`config.mk`:
```
export PLATFORM = sky130hd
export DESIGN_NAME = motor_run_supervisor_flat
export DESIGN_NICKNAME = d
export VERILOG_FILES = /design/src/rtl/mrs_pkg.sv /design/src/rtl/mrs_channels.sv /design/src/rtl/mrs_sdiv.sv /design/src/rtl/motor_run_supervisor.sv /design/src/flat_wrapper.sv
export SDC_FILE = /design/constraint.sdc
export NUM_CORES = 2
export LEC_CHECK = 0
export BUFFER_PORTS_ARGS = -buffer_cell sky130_fd_sc_hd__clkbuf_2
export CORE_MARGIN = 2
export CORE_UTILIZATION = 45
export DETAILED_ROUTE_END_ITERATION = 6
export SLEW_MARGIN = 10
export SYNTH_ARGS = -nofsm -noshare
export SYNTH_HDL_FRONTEND = slang
export SYNTH_HIERARCHICAL = 1
export SYNTH_SLANG_ARGS = --single-unit
```
`constraint.sdc`:
```
create_clock -name clock -period 9.87 [get_ports clock]
set_input_delay 1.4805 -clock clock [delete_from_list [all_inputs] [get_ports clock]]
set_output_delay 1.4805 -clock clock [all_outputs]
set_load 0.05 [all_outputs]
```
`src/rtl/mrs_pkg.sv`:
```
// Types, codes and constants of the motor run supervisor.
package mrs_pkg;

   localparam int DIV_W = 66;
   localparam int CNT_W = 7;
   localparam int CSR_IDX_W = 3;

   localparam logic [19:0] MG_PER_KG = 20'd1000000;
   localparam logic [31:0] MS_PER_S = 32'd1000;
   localparam logic [31:0] HALF_K = 32'd500;
   localparam logic [31:0] MIN_RUN_MS = 32'd100;
   localparam logic [31:0] MIN_GRAMS = 32'd10;
   localparam logic [31:0] MAX_GRAMS = 32'd65535;
   localparam logic [31:0] BATT_GRACE_MS = 32'd1000;

   localparam logic [2:0] MODE_TICK = 3'd0;
   localparam logic [2:0] MODE_MASS = 3'd1;
   localparam logic [2:0] MODE_TIMED = 3'd2;
   localparam logic [2:0] MODE_STOP = 3'd3;
   localparam logic [2:0] MODE_CLEAR = 3'd4;

   localparam logic [2:0] RES_OK = 3'd0;
   localparam logic [2:0] RES_BUSY = 3'd1;
   localparam logic [2:0] RES_FAULT = 3'd2;
   localparam logic [2:0] RES_SENSOR = 3'd3;
   localparam logic [2:0] RES_UNCAL = 3'd4;
   localparam logic [2:0] RES_RANGE = 3'd5;
   localparam logic [2:0] RES_BATTERY = 3'd6;
   localparam logic [2:0] RES_NOT_RUN = 3'd7;

   localparam logic [1:0] FIN_NONE = 2'd0;
   localparam logic [1:0] FIN_SUCCESS = 2'd1;
   localparam logic [1:0] FIN_USER = 2'd2;
   localparam logic [1:0] FIN_FAULT = 2'd3;

   localparam logic [2:0] FLT_NONE = 3'd0;
   localparam logic [2:0] FLT_OVERCURRENT = 3'd1;
   localparam logic [2:0] FLT_SENSOR = 3'd2;
   localparam logic [2:0] FLT_BATTERY = 3'd3;
   localparam logic [2:0] FLT_MAXRUN = 3'd4;

   localparam logic [CSR_IDX_W-1:0] CSR_FEED_RATE = 3'd0;
   localparam logic [CSR_IDX_W-1:0] CSR_MAX_RUN = 3'd1;
   localparam logic [CSR_IDX_W-1:0] CSR_CUR_LIMIT = 3'd2;
   localparam logic [CSR_IDX_W-1:0] CSR_CUR_DELAY = 3'd3;
   localparam logic [CSR_IDX_W-1:0] CSR_CRIT_BATT = 3'd4;

   typedef enum logic [5:0] {
      ST_IDLE = 6'b000001,
      ST_PREP = 6'b000010,
      ST_EVAL = 6'b000100,
      ST_FMUL = 6'b001000,
      ST_DIV  = 6'b010000,
      ST_OUT  = 6'b100000
   } state_type;

   typedef enum logic [1:0] {
      DT_DUR,
      DT_MG,
      DT_G,
      DT_SEC
   } div_tag_type;

   typedef struct packed {
      logic [2:0]  command_result;
      logic [1:0]  finish_kind;
      logic [15:0] estimated_grams;
      logic [15:0] duration_seconds;
      logic [15:0] planned_grams;
   } rsp_type;

   function automatic logic [15:0] sat16(input logic [DIV_W-1:0] v);
      return (|v[DIV_W-1:16]) ? 16'hFFFF : v[15:0];
   endfunction

endpackage

```
`src/rtl/mrs_channels.sv`:
```
// Channel interfaces: request, response and register write.
interface mrs_req_if;
   logic        valid;
   logic        ready;
   logic [2:0]  mode;
   logic [31:0] now_ms;
   logic [15:0] current_ma;
   logic [15:0] battery_mv;
   logic        battery_valid;
   logic        sensor_ok;
   logic [31:0] amount_or_duration;
   modport source (output valid, mode, now_ms, current_ma, battery_mv, battery_valid,
                   sensor_ok, amount_or_duration, input ready);
   modport sink (input valid, mode, now_ms, current_ma, battery_mv, battery_valid,
                 sensor_ok, amount_or_duration, output ready);
endinterface

interface mrs_rsp_if;
   logic        valid;
   logic        ready;
   logic [2:0]  command_result;
   logic        motor_on;
   logic [1:0]  finish_kind;
   logic [2:0]  fault_code;
   logic [15:0] estimated_grams;
   logic [15:0] duration_seconds;
   logic [15:0] peak_current_ma;
   logic [15:0] trip_current_ma;
   logic [15:0] planned_grams;
   modport source (output valid, command_result, motor_on, finish_kind, fault_code,
                   estimated_grams, duration_seconds, peak_current_ma, trip_current_ma,
                   planned_grams, input ready);
   modport sink (input valid, command_result, motor_on, finish_kind, fault_code,
                 estimated_grams, duration_seconds, peak_current_ma, trip_current_ma,
                 planned_grams, output ready);
endinterface

interface mrs_csr_if;
   logic        valid;
   logic        ready;
   logic [2:0]  index;
   logic [31:0] data;
   modport source (output valid, index, data, input ready);
   modport sink (input valid, index, data, output ready);
endinterface

```
`src/rtl/mrs_sdiv.sv`:
```
// Bit-serial restoring divider, one quotient bit per cycle.
module mrs_sdiv
   import mrs_pkg::*;
(
   input  logic             clock,
   input  logic             reset,
   input  logic             go,
   input  logic [DIV_W-1:0] num,
   input  logic [31:0]      den,
   output logic             done,
   output logic [DIV_W-1:0] quo
);

   logic             busy_ff, busy_in;
   logic             done_ff, done_in;
   logic [CNT_W-1:0] cnt_ff, cnt_in;
   logic [31:0]      rem_ff, rem_in;
   logic [31:0]      den_ff, den_in;
   logic [DIV_W-1:0] quo_ff, quo_in;
   logic [32:0]      shifted;
   logic [32:0]      diff;
   logic             ge;

   assign shifted = {rem_ff, quo_ff[DIV_W-1]};
   assign diff = shifted - {1'b0, den_ff};
   assign ge = shifted >= {1'b0, den_ff};

   always_comb begin
      busy_in = busy_ff;
      done_in = 1'b0;
      cnt_in = cnt_ff;
      rem_in = rem_ff;
      den_in = den_ff;
      quo_in = quo_ff;
      if (go) begin
         busy_in = 1'b1;
         cnt_in = '0;
         rem_in = '0;
         den_in = den;
         quo_in = num;
      end else if (busy_ff) begin
         rem_in = ge ? diff[31:0] : shifted[31:0];
         quo_in = {quo_ff[DIV_W-2:0], ge};
         cnt_in = cnt_ff + 1'b1;
         if (cnt_ff == CNT_W'(DIV_W - 1)) begin
            busy_in = 1'b0;
            done_in = 1'b1;
         end
      end
   end

   always_ff @(posedge clock) begin
      if (reset) begin
         busy_ff <= 1'b0;
         done_ff <= 1'b0;
      end else begin
         busy_ff <= busy_in;
         done_ff <= done_in;
      end
      cnt_ff <= cnt_in;
      rem_ff <= rem_in;
      den_ff <= den_in;
      quo_ff <= quo_in;
   end

   assign done = done_ff;
   assign quo = quo_ff;

endmodule

```
`src/rtl/motor_run_supervisor.sv`:
```
// Motor run supervisor top level.
//
// req_bus carries one command per transaction (tick, start by mass, timed
// start, user stop, fault reset); rsp_bus returns exactly one result per
// request, in order. csr_bus writes the five setup registers and is always
// ready; write it only while no request is outstanding.
// One request is processed at a time. A start by mass with an in-range
// amount and a nonzero feed rate first runs one divider pass (load, 66
// quotient bits, handoff) for the run duration. A finish runs the seconds
// division and, with a nonzero feed rate, first a multiply step and two
// more divider passes for the estimated grams.
// The divider produces one quotient bit per cycle.
// A finished response sits in the output register; the next request is
// accepted meanwhile and its response waits until the held one is taken.
// Synchronous reset clears the run state, the fault latch and the setup
// registers to their defaults; no response is pending after reset.
module motor_run_supervisor
   import mrs_pkg::*;
(
   input  logic  clock,
   input  logic  reset,
   mrs_req_if.sink   req_bus,
   mrs_rsp_if.source rsp_bus,
   mrs_csr_if.sink   csr_bus
);

   state_type   state_ff, state_in;
   div_tag_type tag_ff, tag_in;

   logic [31:0] feed_rate_ff, max_run_ff, cur_delay_ff;
   logic [15:0] cur_limit_ff, crit_batt_ff;

   logic [2:0]  mode_ff;
   logic [31:0] now_ff, arg_ff;
   logic [15:0] cur_ff, batt_mv_ff;
   logic        batt_valid_ff, sensor_ok_ff;

   logic        running_ff, running_in;
   logic [2:0]  fault_ff, fault_in;
   logic [31:0] start_time_ff, start_time_in;
   logic [31:0] target_ff, target_in;
   logic [15:0] req_grams_ff, req_grams_in;
   logic [15:0] peak_ff, peak_in;
   logic [15:0] trip_ff, trip_in;
   logic        over_ff, over_in;
   logic [31:0] over_start_ff, over_start_in;

   logic [31:0] fin_dur_ff;
   rsp_type     res_ff, res_in;
   rsp_type     out_ff;
   logic        rsp_valid_ff;
   logic        motor_out_ff;
   logic [2:0]  fault_out_ff;
   logic [15:0] peak_out_ff, trip_out_ff;

   logic             div_go_ff;
   logic [DIV_W-1:0] div_num_ff;
   logic [31:0]      div_den_ff;
   logic             div_done;
   logic [DIV_W-1:0] div_quo;

   logic [35:0] mass_prod;
   logic [63:0] mg_prod;
   logic [31:0] elapsed, over_elapsed;
   logic        batt_low, dur_bad, mass_ok, fin_done;
   logic        try_start;
   logic [31:0] try_dur;
   logic [15:0] try_grams;
   logic [2:0]  fin_fault;

   mrs_sdiv u_sdiv (
      .clock (clock),
      .reset (reset),
      .go    (div_go_ff),
      .num   (div_num_ff),
      .den   (div_den_ff),
      .done  (div_done),
      .quo   (div_quo)
   );

   assign csr_bus.ready = 1'b1;
   assign req_bus.ready = (state_ff == ST_IDLE);

   assign mass_prod = arg_ff[15:0] * MG_PER_KG;
   assign mg_prod = 64'(feed_rate_ff) * 64'(fin_dur_ff);
   assign elapsed = now_ff - start_time_ff;
   assign over_elapsed = now_ff - over_start_ff;
   assign batt_low = batt_valid_ff && (crit_batt_ff != 16'd0) && (batt_mv_ff < crit_batt_ff);
   assign dur_bad = (div_quo == '0) || (|div_quo[DIV_W-1:32]) || (div_quo[31:0] > max_run_ff);
   assign mass_ok = (feed_rate_ff != 32'd0) && (arg_ff >= MIN_GRAMS) && (arg_ff <= MAX_GRAMS);

   always_comb begin
      running_in = running_ff;
      fault_in = fault_ff;
      start_time_in = start_time_ff;
      target_in = target_ff;
      req_grams_in = req_grams_ff;
      peak_in = peak_ff;
      trip_in = trip_ff;
      over_in = over_ff;
      over_start_in = over_start_ff;
      res_in = '0;
      try_start = 1'b0;
      try_dur = arg_ff;
      try_grams = 16'd0;
      fin_fault = FLT_NONE;
      fin_done = 1'b0;
      unique case (mode_ff)
         MODE_MASS: begin
            if (feed_rate_ff == 32'd0) begin
               res_in.command_result = RES_UNCAL;
            end else if (!mass_ok || dur_bad) begin
               res_in.command_result = RES_RANGE;
            end else begin
               try_start = 1'b1;
               try_dur = div_quo[31:0];
               try_grams = arg_ff[15:0];
            end
         end
         MODE_TIMED: begin
            try_start = 1'b1;
         end
         MODE_STOP: begin
            if (!running_ff) begin
               res_in.command_result = RES_NOT_RUN;
            end else begin
               res_in.finish_kind = FIN_USER;
            end
         end
         MODE_CLEAR: begin
            if (running_ff) begin
               res_in.command_result = RES_BUSY;
            end else if (!sensor_ok_ff) begin
               fault_in = FLT_SENSOR;
               res_in.command_result = RES_SENSOR;
            end else if (batt_low) begin
               res_in.command_result = RES_BATTERY;
            end else begin
               fault_in = FLT_NONE;
            end
         end
         MODE_TICK: begin
            if (running_ff) begin
               if (cur_ff > peak_ff) peak_in = cur_ff;
               if (cur_ff >= cur_limit_ff) begin
                  if (!over_ff) begin
                     over_in = 1'b1;
                     over_start_in = now_ff;
                  end else if (over_elapsed >= cur_delay_ff) begin
                     trip_in = cur_ff;
                     res_in.finish_kind = FIN_FAULT;
                     fin_fault = FLT_OVERCURRENT;
                     fin_done = 1'b1;
                  end
               end else begin
                  over_in = 1'b0;
               end
               if (!fin_done) begin
                  if (elapsed >= max_run_ff) begin
                     res_in.finish_kind = FIN_FAULT;
                     fin_fault = FLT_MAXRUN;
                  end else if (batt_low && (elapsed > BATT_GRACE_MS)) begin
                     res_in.finish_kind = FIN_FAULT;
                     fin_fault = FLT_BATTERY;
                  end else if (elapsed >= target_ff) begin
                     res_in.finish_kind = FIN_SUCCESS;
                  end
               end
            end
         end
         default: begin
         end
      endcase
      if (try_start) begin
         if (running_ff) begin
            res_in.command_result = RES_BUSY;
         end else if (fault_ff != FLT_NONE) begin
            res_in.command_result = RES_FAULT;
         end else if ((try_dur < MIN_RUN_MS) || (try_dur > max_run_ff)) begin
            res_in.command_result = RES_RANGE;
         end else if (!sensor_ok_ff) begin
            fault_in = FLT_SENSOR;
            res_in.command_result = RES_SENSOR;
         end else if (batt_low) begin
            fault_in = FLT_BATTERY;
            res_in.command_result = RES_BATTERY;
         end else begin
            target_in = try_dur;
            req_grams_in = try_grams;
            peak_in = 16'd0;
            trip_in = 16'd0;
            over_in = 1'b0;
            start_time_in = now_ff;
            running_in = 1'b1;
         end
      end
      if (res_in.finish_kind != FIN_NONE) begin
         fault_in = fin_fault;
         running_in = 1'b0;
         req_grams_in = 16'd0;
         res_in.planned_grams = req_grams_ff;
      end
   end

   always_comb begin
      state_in = state_ff;
      tag_in = tag_ff;
      unique case (state_ff)
         ST_IDLE: if (req_bus.valid) state_in = ST_PREP;
         ST_PREP: begin
            if ((mode_ff == MODE_MASS) && mass_ok) begin
               state_in = ST_DIV;
               tag_in = DT_DUR;
            end else begin
               state_in = ST_EVAL;
            end
         end
         ST_EVAL: begin
            if (res_in.finish_kind == FIN_NONE) begin
               state_in = ST_OUT;
            end else if (feed_rate_ff != 32'd0) begin
               state_in = ST_FMUL;
            end else begin
               state_in = ST_DIV;
               tag_in = DT_SEC;
            end
         end
         ST_FMUL: begin
            state_in = ST_DIV;
            tag_in = DT_MG;
         end
         ST_DIV: begin
            if (div_done) begin
               case (tag_ff)
                  DT_DUR: state_in = ST_EVAL;
                  DT_MG: tag_in = DT_G;
                  DT_G: tag_in = DT_SEC;
                  default: state_in = ST_OUT;
               endcase
            end
         end
         ST_OUT: if (!rsp_valid_ff || rsp_bus.ready) state_in = ST_IDLE;
         default: state_in = ST_IDLE;
      endcase
   end

   always_ff @(posedge clock) begin
      if (reset) begin
         state_ff <= ST_IDLE;
         tag_ff <= DT_DUR;
         feed_rate_ff <= 32'd0;
         max_run_ff <= 32'd30000;
         cur_limit_ff <= 16'd2000;
         cur_delay_ff <= 32'd100;
         crit_batt_ff <= 16'd0;
         running_ff <= 1'b0;
         fault_ff <= FLT_NONE;
         start_time_ff <= 32'd0;
         target_ff <= 32'd0;
         req_grams_ff <= 16'd0;
         peak_ff <= 16'd0;
         trip_ff <= 16'd0;
         over_ff <= 1'b0;
         over_start_ff <= 32'd0;
         rsp_valid_ff <= 1'b0;
         div_go_ff <= 1'b0;
      end else begin
         state_ff <= state_in;
         tag_ff <= tag_in;
         div_go_ff <= 1'b0;
         if (csr_bus.valid) begin
            unique case (csr_bus.index)
               CSR_FEED_RATE: feed_rate_ff <= csr_bus.data;
               CSR_MAX_RUN: max_run_ff <= csr_bus.data;
               CSR_CUR_LIMIT: cur_limit_ff <= csr_bus.data[15:0];
               CSR_CUR_DELAY: cur_delay_ff <= csr_bus.data;
               CSR_CRIT_BATT: crit_batt_ff <= csr_bus.data[15:0];
               default: begin
               end
            endcase
         end
         if (state_ff == ST_EVAL) begin
            running_ff <= running_in;
            fault_ff <= fault_in;
            start_time_ff <= start_time_in;
            target_ff <= target_in;
            req_grams_ff <= req_grams_in;
            peak_ff <= peak_in;
            trip_ff <= trip_in;
            over_ff <= over_in;
            over_start_ff <= over_start_in;
         end
         if ((state_in == ST_DIV) && (state_ff != ST_DIV || tag_in != tag_ff)) begin
            div_go_ff <= 1'b1;
         end
         if (state_ff == ST_OUT && state_in == ST_IDLE) begin
            rsp_valid_ff <= 1'b1;
         end else if (rsp_bus.ready) begin
            rsp_valid_ff <= 1'b0;
         end
      end
      if (req_bus.valid && req_bus.ready) begin
         mode_ff <= req_bus.mode;
         now_ff <= req_bus.now_ms;
         cur_ff <= req_bus.current_ma;
         batt_mv_ff <= req_bus.battery_mv;
         batt_valid_ff <= req_bus.battery_valid;
         sensor_ok_ff <= req_bus.sensor_ok;
         arg_ff <= req_bus.amount_or_duration;
      end
      if (state_ff == ST_PREP) begin
         div_num_ff <= DIV_W'(mass_prod) + DIV_W'(feed_rate_ff[31:1]);
         div_den_ff <= feed_rate_ff;
      end
      if (state_ff == ST_EVAL) begin
         res_ff <= res_in;
         fin_dur_ff <= elapsed;
         div_num_ff <= DIV_W'(elapsed) + DIV_W'(HALF_K);
         div_den_ff <= MS_PER_S;
      end
      if (state_ff == ST_FMUL) begin
         div_num_ff <= DIV_W'(mg_prod) + DIV_W'(HALF_K);
         div_den_ff <= MS_PER_S;
      end
      if (state_ff == ST_DIV && div_done) begin
         if (tag_ff == DT_MG) begin
            div_num_ff <= div_quo + DIV_W'(HALF_K);
         end else if (tag_ff == DT_G) begin
            res_ff.estimated_grams <= sat16(div_quo);
            div_num_ff <= DIV_W'(fin_dur_ff) + DIV_W'(HALF_K);
         end else if (tag_ff == DT_SEC) begin
            res_ff.duration_seconds <= sat16(div_quo);
         end
      end
      if (state_ff == ST_OUT && state_in == ST_IDLE) begin
         out_ff <= res_ff;
         motor_out_ff <= running_ff;
         fault_out_ff <= fault_ff;
         peak_out_ff <= peak_ff;
         trip_out_ff <= trip_ff;
      end
   end

   assign rsp_bus.valid = rsp_valid_ff;
   assign rsp_bus.command_result = out_ff.command_result;
   assign rsp_bus.motor_on = motor_out_ff;
   assign rsp_bus.finish_kind = out_ff.finish_kind;
   assign rsp_bus.fault_code = fault_out_ff;
   assign rsp_bus.estimated_grams = out_ff.estimated_grams;
   assign rsp_bus.duration_seconds = out_ff.duration_seconds;
   assign rsp_bus.peak_current_ma = peak_out_ff;
   assign rsp_bus.trip_current_ma = trip_out_ff;
   assign rsp_bus.planned_grams = out_ff.planned_grams;

endmodule

```
`src/flat_wrapper.sv`:
```
// flat-port wrapper written by rule: the top's interface ports become plain ports
module motor_run_supervisor_flat import mrs_pkg::*;
  (clock, reset, req_bus_valid, req_bus_mode, req_bus_now_ms, req_bus_current_ma, req_bus_battery_mv, req_bus_battery_valid, req_bus_sensor_ok, req_bus_amount_or_duration, req_bus_ready, rsp_bus_valid, rsp_bus_command_result, rsp_bus_motor_on, rsp_bus_finish_kind, rsp_bus_fault_code, rsp_bus_estimated_grams, rsp_bus_duration_seconds, rsp_bus_peak_current_ma, rsp_bus_trip_current_ma, rsp_bus_planned_grams, rsp_bus_ready, csr_bus_valid, csr_bus_index, csr_bus_data, csr_bus_ready);
  mrs_req_if req_bus_i ();
  mrs_rsp_if rsp_bus_i ();
  mrs_csr_if csr_bus_i ();
  input  logic clock;
  input  logic reset;
  input wire logic [$bits(req_bus_i.valid)-1:0] req_bus_valid;
  input wire logic [$bits(req_bus_i.mode)-1:0] req_bus_mode;
  input wire logic [$bits(req_bus_i.now_ms)-1:0] req_bus_now_ms;
  input wire logic [$bits(req_bus_i.current_ma)-1:0] req_bus_current_ma;
  input wire logic [$bits(req_bus_i.battery_mv)-1:0] req_bus_battery_mv;
  input wire logic [$bits(req_bus_i.battery_valid)-1:0] req_bus_battery_valid;
  input wire logic [$bits(req_bus_i.sensor_ok)-1:0] req_bus_sensor_ok;
  input wire logic [$bits(req_bus_i.amount_or_duration)-1:0] req_bus_amount_or_duration;
  output wire logic [$bits(req_bus_i.ready)-1:0] req_bus_ready;
  output wire logic [$bits(rsp_bus_i.valid)-1:0] rsp_bus_valid;
  output wire logic [$bits(rsp_bus_i.command_result)-1:0] rsp_bus_command_result;
  output wire logic [$bits(rsp_bus_i.motor_on)-1:0] rsp_bus_motor_on;
  output wire logic [$bits(rsp_bus_i.finish_kind)-1:0] rsp_bus_finish_kind;
  output wire logic [$bits(rsp_bus_i.fault_code)-1:0] rsp_bus_fault_code;
  output wire logic [$bits(rsp_bus_i.estimated_grams)-1:0] rsp_bus_estimated_grams;
  output wire logic [$bits(rsp_bus_i.duration_seconds)-1:0] rsp_bus_duration_seconds;
  output wire logic [$bits(rsp_bus_i.peak_current_ma)-1:0] rsp_bus_peak_current_ma;
  output wire logic [$bits(rsp_bus_i.trip_current_ma)-1:0] rsp_bus_trip_current_ma;
  output wire logic [$bits(rsp_bus_i.planned_grams)-1:0] rsp_bus_planned_grams;
  input wire logic [$bits(rsp_bus_i.ready)-1:0] rsp_bus_ready;
  input wire logic [$bits(csr_bus_i.valid)-1:0] csr_bus_valid;
  input wire logic [$bits(csr_bus_i.index)-1:0] csr_bus_index;
  input wire logic [$bits(csr_bus_i.data)-1:0] csr_bus_data;
  output wire logic [$bits(csr_bus_i.ready)-1:0] csr_bus_ready;
  assign req_bus_i.valid = req_bus_valid;
  assign req_bus_i.mode = req_bus_mode;
  assign req_bus_i.now_ms = req_bus_now_ms;
  assign req_bus_i.current_ma = req_bus_current_ma;
  assign req_bus_i.battery_mv = req_bus_battery_mv;
  assign req_bus_i.battery_valid = req_bus_battery_valid;
  assign req_bus_i.sensor_ok = req_bus_sensor_ok;
  assign req_bus_i.amount_or_duration = req_bus_amount_or_duration;
  assign req_bus_ready = req_bus_i.ready;
  assign rsp_bus_valid = rsp_bus_i.valid;
  assign rsp_bus_command_result = rsp_bus_i.command_result;
  assign rsp_bus_motor_on = rsp_bus_i.motor_on;
  assign rsp_bus_finish_kind = rsp_bus_i.finish_kind;
  assign rsp_bus_fault_code = rsp_bus_i.fault_code;
  assign rsp_bus_estimated_grams = rsp_bus_i.estimated_grams;
  assign rsp_bus_duration_seconds = rsp_bus_i.duration_seconds;
  assign rsp_bus_peak_current_ma = rsp_bus_i.peak_current_ma;
  assign rsp_bus_trip_current_ma = rsp_bus_i.trip_current_ma;
  assign rsp_bus_planned_grams = rsp_bus_i.planned_grams;
  assign rsp_bus_i.ready = rsp_bus_ready;
  assign csr_bus_i.valid = csr_bus_valid;
  assign csr_bus_i.index = csr_bus_index;
  assign csr_bus_i.data = csr_bus_data;
  assign csr_bus_ready = csr_bus_i.ready;
  motor_run_supervisor u_core (.clock(clock), .reset(reset), .req_bus(req_bus_i), .rsp_bus(rsp_bus_i), .csr_bus(csr_bus_i));
endmodule
```
# After elaboration in Yosys (flattened, before gate mapping)
# Index checks and enable logic that the tools add are counted.
[totals]
reg_bits = 799
in_bits = 141
output_inout_bits = 92
word_cells = 287
[classes]
add_sub_neg = 9
mul = 2
n_lt_le_gt_ge = 13
n_eq_ne = 26
muxes = 137
bitwise_logic = 6
n_reduce_logical = 46
[op_table]
columns = ["operator", "count"]
rows = [
  ["two-way mux 16 bit", 35],
  ["two-way mux 66 bit", 8],
  ["two-way mux 32 bit", 6],
  [">= comparator 32 bit", 3],
  ["subtractor 32 bit", 3],
  ["two-way mux 3 bit", 30],
  ["adder 32 x 9 -> 33 bit, second input constant", 2],
  ["adder 66 x 9 -> 66 bit, second input constant", 1],
  ["zero test 66 bit", 1],
  ["adder 64 x 9 -> 65 bit, second input constant", 1],
  ["> comparator 32 bit", 2],
  ["multiplier 32 x 32 -> 64 bit", 1],
  ["OR reduction 50 bit", 1],
  ["two-way mux 48 bit", 1],
  ["adder 36 x 31 -> 37 bit", 1],
  ["case mux 6 bit (6 select lines)", 1],
  ["OR reduction 34 bit", 1],
  [">= comparator 33 x 32 -> 1 bit", 1],
  [">= comparator 32 x 4 -> 1 bit, second input constant", 1],
  ["> comparator 32 x 10 -> 1 bit, second input constant", 1],
  ["<= comparator 32 x 16 -> 1 bit, second input constant", 1],
  ["zero test 32 bit", 1],
  ["< comparator 32 x 7 -> 1 bit, second input constant", 1],
  ["nonzero test 32 bit", 1],
  ["43 further kinds", 134],
]

# Longest topological paths before layout
[depth]
word_depth = 18
mapped_depth = 32
mapped_depth_nobuf = 32

# Hierarchy
# The synthesis kept the hierarchy.
[modules_own_cells]
columns = ["module", "instances", "cells_each", "area_per_inst_um2", "seq_area_each_um2"]
rows = [
  ["motor_run_supervisor", 1, 8306, 74430.1, 15645.0],
  ["mrs_sdiv", 1, 666, 7362.1, 3763.6],
]

# Least setup slack after synthesis
# Ideal clock, no wire load.
[synth_path]
path_type = "register to register"
startpoint = "register u_core.fin_dur_ff[22]"
endpoint = "register u_core.div_num_ff[51]"
setup_time_ns = 0.122
arrival_time_ns = 7.641
required_time_ns = 9.748
slack_ns = 2.107
stages_incl_launch_ff = 30
n_path_buf = 2
period_less_slack_ns = 7.763
cell_sequence = "edfxtp_1 > clkbuf_1 > clkbuf_1 > and2_1 > fa_1 > inv_1 > fa_1 > inv_1 > fa_1 > inv_1 > fa_1 > inv_1 > fa_1 > fa_1 > fa_1 > inv_1 > fa_1 > inv_1 > ha_1 > nand4_1 > nor2_1 > nand4_1 > a21o_1 > o2111a_1 > o31ai_1 > a31oi_1 > o2111ai_1 > nand2_1 > xnor2_1 > a221o_1"
[synth_between]
elab_chain_cells = 6
[synth_lines]
columns = ["item", "line", "source"]
rows = [
  ["start, declared", "motor_run_supervisor.sv:48", "logic [31:0] fin_dur_ff;"],
  ["start signal, assigned", "motor_run_supervisor.sv:317", "fin_dur_ff <= elapsed;"],
  ["multiplier 32 x 32 -> 64 bit *", "motor_run_supervisor.sv:85", "assign mg_prod = 64'(feed_rate_ff) * 64'(fin_dur_ff);"],
  ["adder 64 x 9 -> 65 bit *", "motor_run_supervisor.sv:322", "div_num_ff <= DIV_W'(mg_prod) + DIV_W'(HALF_K);"],
  ["two-way mux 66 bit *", "motor_run_supervisor.sv:321", "if (state_ff == ST_FMUL) begin"],
  ["two-way mux 66 bit", "motor_run_supervisor.sv:328", "end else if (tag_ff == DT_G) begin"],
  ["two-way mux 66 bit", "motor_run_supervisor.sv:326", "if (tag_ff == DT_MG) begin"],
  ["two-way mux 66 bit *", "motor_run_supervisor.sv:325", "if (state_ff == ST_DIV && div_done) begin"],
  ["end signal, assigned", "motor_run_supervisor.sv:322", ""],
  ["end signal, assigned", "motor_run_supervisor.sv:327", "div_num_ff <= div_quo + DIV_W'(HALF_K);"],
  ["end signal, assigned", "motor_run_supervisor.sv:330", "div_num_ff <= DIV_W'(fin_dur_ff) + DIV_W'(HALF_K);"],
  ["end, declared", "motor_run_supervisor.sv:57", "logic [DIV_W-1:0] div_num_ff;"],
]
# Every way passes the cells marked *; elsewhere a longest branch is shown, timed or not.
# A chain may end at the register's enable or synchronous reset.

# Worst setup path after layout
[layout_path]
startpoint = "register u_core.fin_dur_ff[4]"
endpoint = "register u_core.div_num_ff[61]"
# Same word-level chain as after synthesis.

==> impl_results.md <==
* Synth Instances at 8972
* RSZ-0062 raised after global routing: false
* Sequential share of the synthesized area at 23.7%
* Multi-input logic area at approximately 56000 sq um
* Fill cells at about 17000
* Core Util, Final at between 40 and 50%
* Synth Area in Compound Gates at between 10% and 20%
* Fin nets at ~11000
* Worst min-delay path class: register to register
* Via density at roughly 5.7
* Pint at just over 8000 uW
* Reg-to-Reg Start: u_core/fin_dur_ff[4]
* Htree depth at 3
* Clk pwr share at 25.7%
* Flop pwr share at 26.5%
* Final Power at about 14000 uW
* Syn_area_per_cell at between 9 and 10 sq um
* GPL Wtd Cong at ~1.0
* Worst setup startpoint: u_core/fin_dur_ff[4]
* Initial Utilization at between 40% and 50%
* # port buffers at 231
* Worst slew pin tran at 1.31 ns
* Sink Count at between 700 and 800
* Synth Cell Area at between 80000 and 90000 sq um
* Row cnt at around 160
* CP Launch Type: register
* Sw Share at 41.9%
* Routed Antenna Nets at 0
* GRT overflow at 0
* Most common cell after layout, fill and taps aside: inv_1
* Post-synth EDFFs at about 340
* Fin Setup TNS at 0 ns
* Synth Area in Simple Gates at between 15 and 20%
* Core ar. at between 150000 and 200000 sq um
* Clock slew seen by the registers of the worst setup and hold paths at 0.06 ns
* Max VDD drop at 0.307 mV
* Most frequent cells in the layout: inv_1 (1356), nand2_1 (1236), fa_1 (963)
* P_leak at ~0.040 uW
* Vias at about 65000
* Synth-to-Final Area Change at 8.86%
* Max-slew headroom at approximately an eighth
* P_sw at 5980 uW
* Die width at ~430 um
* Latest clock arrival within the worst-skew pair at 0.74 ns
* Yosys reg bits at ~800
* Post-synth ARST share at 0%
* Final setup viols at 0
* Total CTS buffers at 94
* Max cap viols at 0
* Global-route wire length before repair at between 400 and 500 mm
* Max stage delay on crit path at 0.78 ns
* PwrDens at roughly 160 nW/um^2
* Slowest-stage cell, CP: edfxtp_1
* Layout cells sized above 1 at under 10%
* Synthesis Warnings at 6
* Initial antenna violation count at 9
* Failing checks: design-rule violations
* Post-Syn Nets at 10800
* Crit-path max FO at 15
* Slew Viols, Final at 0
* First-pass DRT Iterations at 7
* Post-Synth Adder-Cell Area at 34.9%
* Vias in the first global route at 66700
* Status: complete, but fails checks
* Total wire length at approximately 270 mm
* Final worst path period need at ~9.1 ns
* Post-CTS setup buffers at 0
* Largest family of logic cells by synthesized area: adder cells
* Resized cells post-CTS at 0
* Max clock buf depth at 3
* Layout Skew at 0.0702 ns
* Crit. End Element: register
* Final Hold Violating Endpoints at 0
* Clock root cell: clkbuf_16
* Min-delay src: u_core/res_ff[1]
* Post-synthesis mux area share at under 10%
* Post-synth top flop: dfxtp_1
* Routed len/inst at about 24 um
* Critical Path Most Common Cell: fa_1
* CTS tree: built
* WS Path Type: register to register
* Register area at between 15000 and 20000 sq um
* Period utilization at 92.3%
* Global Route Usage Sum at 29.3%
* Die Height at 430 um
* Gate power share at between 40% and 50%
* Yosys cell types at approximately 120
* HPWL after DPL at ~210 mm
* Detailed router's first-iteration violation count at ~5800
* Largest net degree at the start of global routing at 86
* Critical path data arrival time at around 9.7 ns
* Max Clk Rate at approximately 110 MHz
* Req. time, crit path at around 10 ns
* DRC at 3
* XOR/XNOR share of the synthesized area at about 3.1%
* Die area at roughly 190000 sq um
* # IOs at 233
* Post-cts hold buffer count at 0
synthesized netlist by cell type, drive strengths merged (118+ instances only):
| library cell | number | area, sq um |
|---|---|---|
| inv | 1359 | 5100 |
| nand2 | 1239 | 4650 |
| fa | 963 | 19300 |
| ha | 739 | 9250 |
| and2 | 548 | 3430 |
| a21oi | 485 | 2450 |
| dfxtp | 458 | 9170 |
| clkbuf | 438 | 1640 |
| edfxtp | 341 | 10200 |
| nor2 | 330 | 1240 |
| o21ai | 240 | 1220 |
| nand3 | 171 | 856 |
| xnor2 | 167 | 1470 |
| a21o | 155 | 1160 |
| xor2 | 118 | 1090 |
path summary, 6_finish.rpt:
| kind | endpoint | slack [ns] | cells past startpoint |
|---|---|---|---|
| worst max register to register | u_core/div_num_ff[61] | 0.76 | 28 |
| worst min register to register | u_core/rsp_bus.planned_grams[1] | 0.42 | 0 |
| worst max-delay path | u_core/div_num_ff[61] | 0.76 | 28 |
| worst min-delay path | u_core/rsp_bus.planned_grams[1] | 0.42 | 0 |
layout make-up:
class,instances,area share [%]
multi-input cells,6336,62.4
diodes,7,0.0197
clock inverters,56,0.777
clock buffers,122,2.87
repair buffers,431,3.06
flip-flops and latches,799,21.8
inverters,1361,5.74
well taps,2370,3.33
kinds of logic (layout without fill, tap and decap cells):
logic type,count (synthesis),in the layout
AO/OA/AOI/OAI,1456,1456
XOR/XNOR,285,285
flip-flops,799,799
AND/OR/NAND/NOR,2763,2763
other,1,8
multiplexers,129,129
buffers and inverters,1837,1970
adder cells (fa/ha/maj),1702,1702
stage by stage:
step | worst slack (ns) | hold WS, ns | instance area, sq um | std cells
floorplan | 2.11 | 0.400 | 81800 | 8972
global placement | 0.834 | 0.405 | 85800 | 11300
detailed placement | 0.833 | 0.405 | 85800 | 11300
CTS | 0.865 | 0.418 | 89000 | 11500
global route | 0.351 | 0.427 | 89000 | 11500
finish | 0.756 | 0.417 | 89000 | 11500
critical path, delay by kind of cell (launching register included):
kind | cells | cell delay, ns
mux | 1 | 0.24
simple gates | 2 | 0.55
fa+ha+maj | 9 | 4.53
compound gates | 9 | 2.36
flops | 1 | 0.78
buf+inv | 7 | 0.53
metal layers:
metal | vias up | wire, um | global-route usage [%]
met2 | 2614 | 121000 | 46.0
met4 | 8 | 12600 | 11.9
li1 | 29500 | - | -
met5 | - | 117 | 0
met1 | 32700 | 115000 | 39.0
met3 | 558 | 22600 | 6.62
power by group through the flow:
stage                     sequential [uW]  combinational [uW]  clock (uW)
after floorplan                      3750                4740           0
after global placement               3840                6700           0
after detailed placement             3840                6730           0
after CTS                            3770                6780        3740
after global routing                 3790                7510        3860
final                                3780                6820        3660
(Power assumes the default switching activity.)
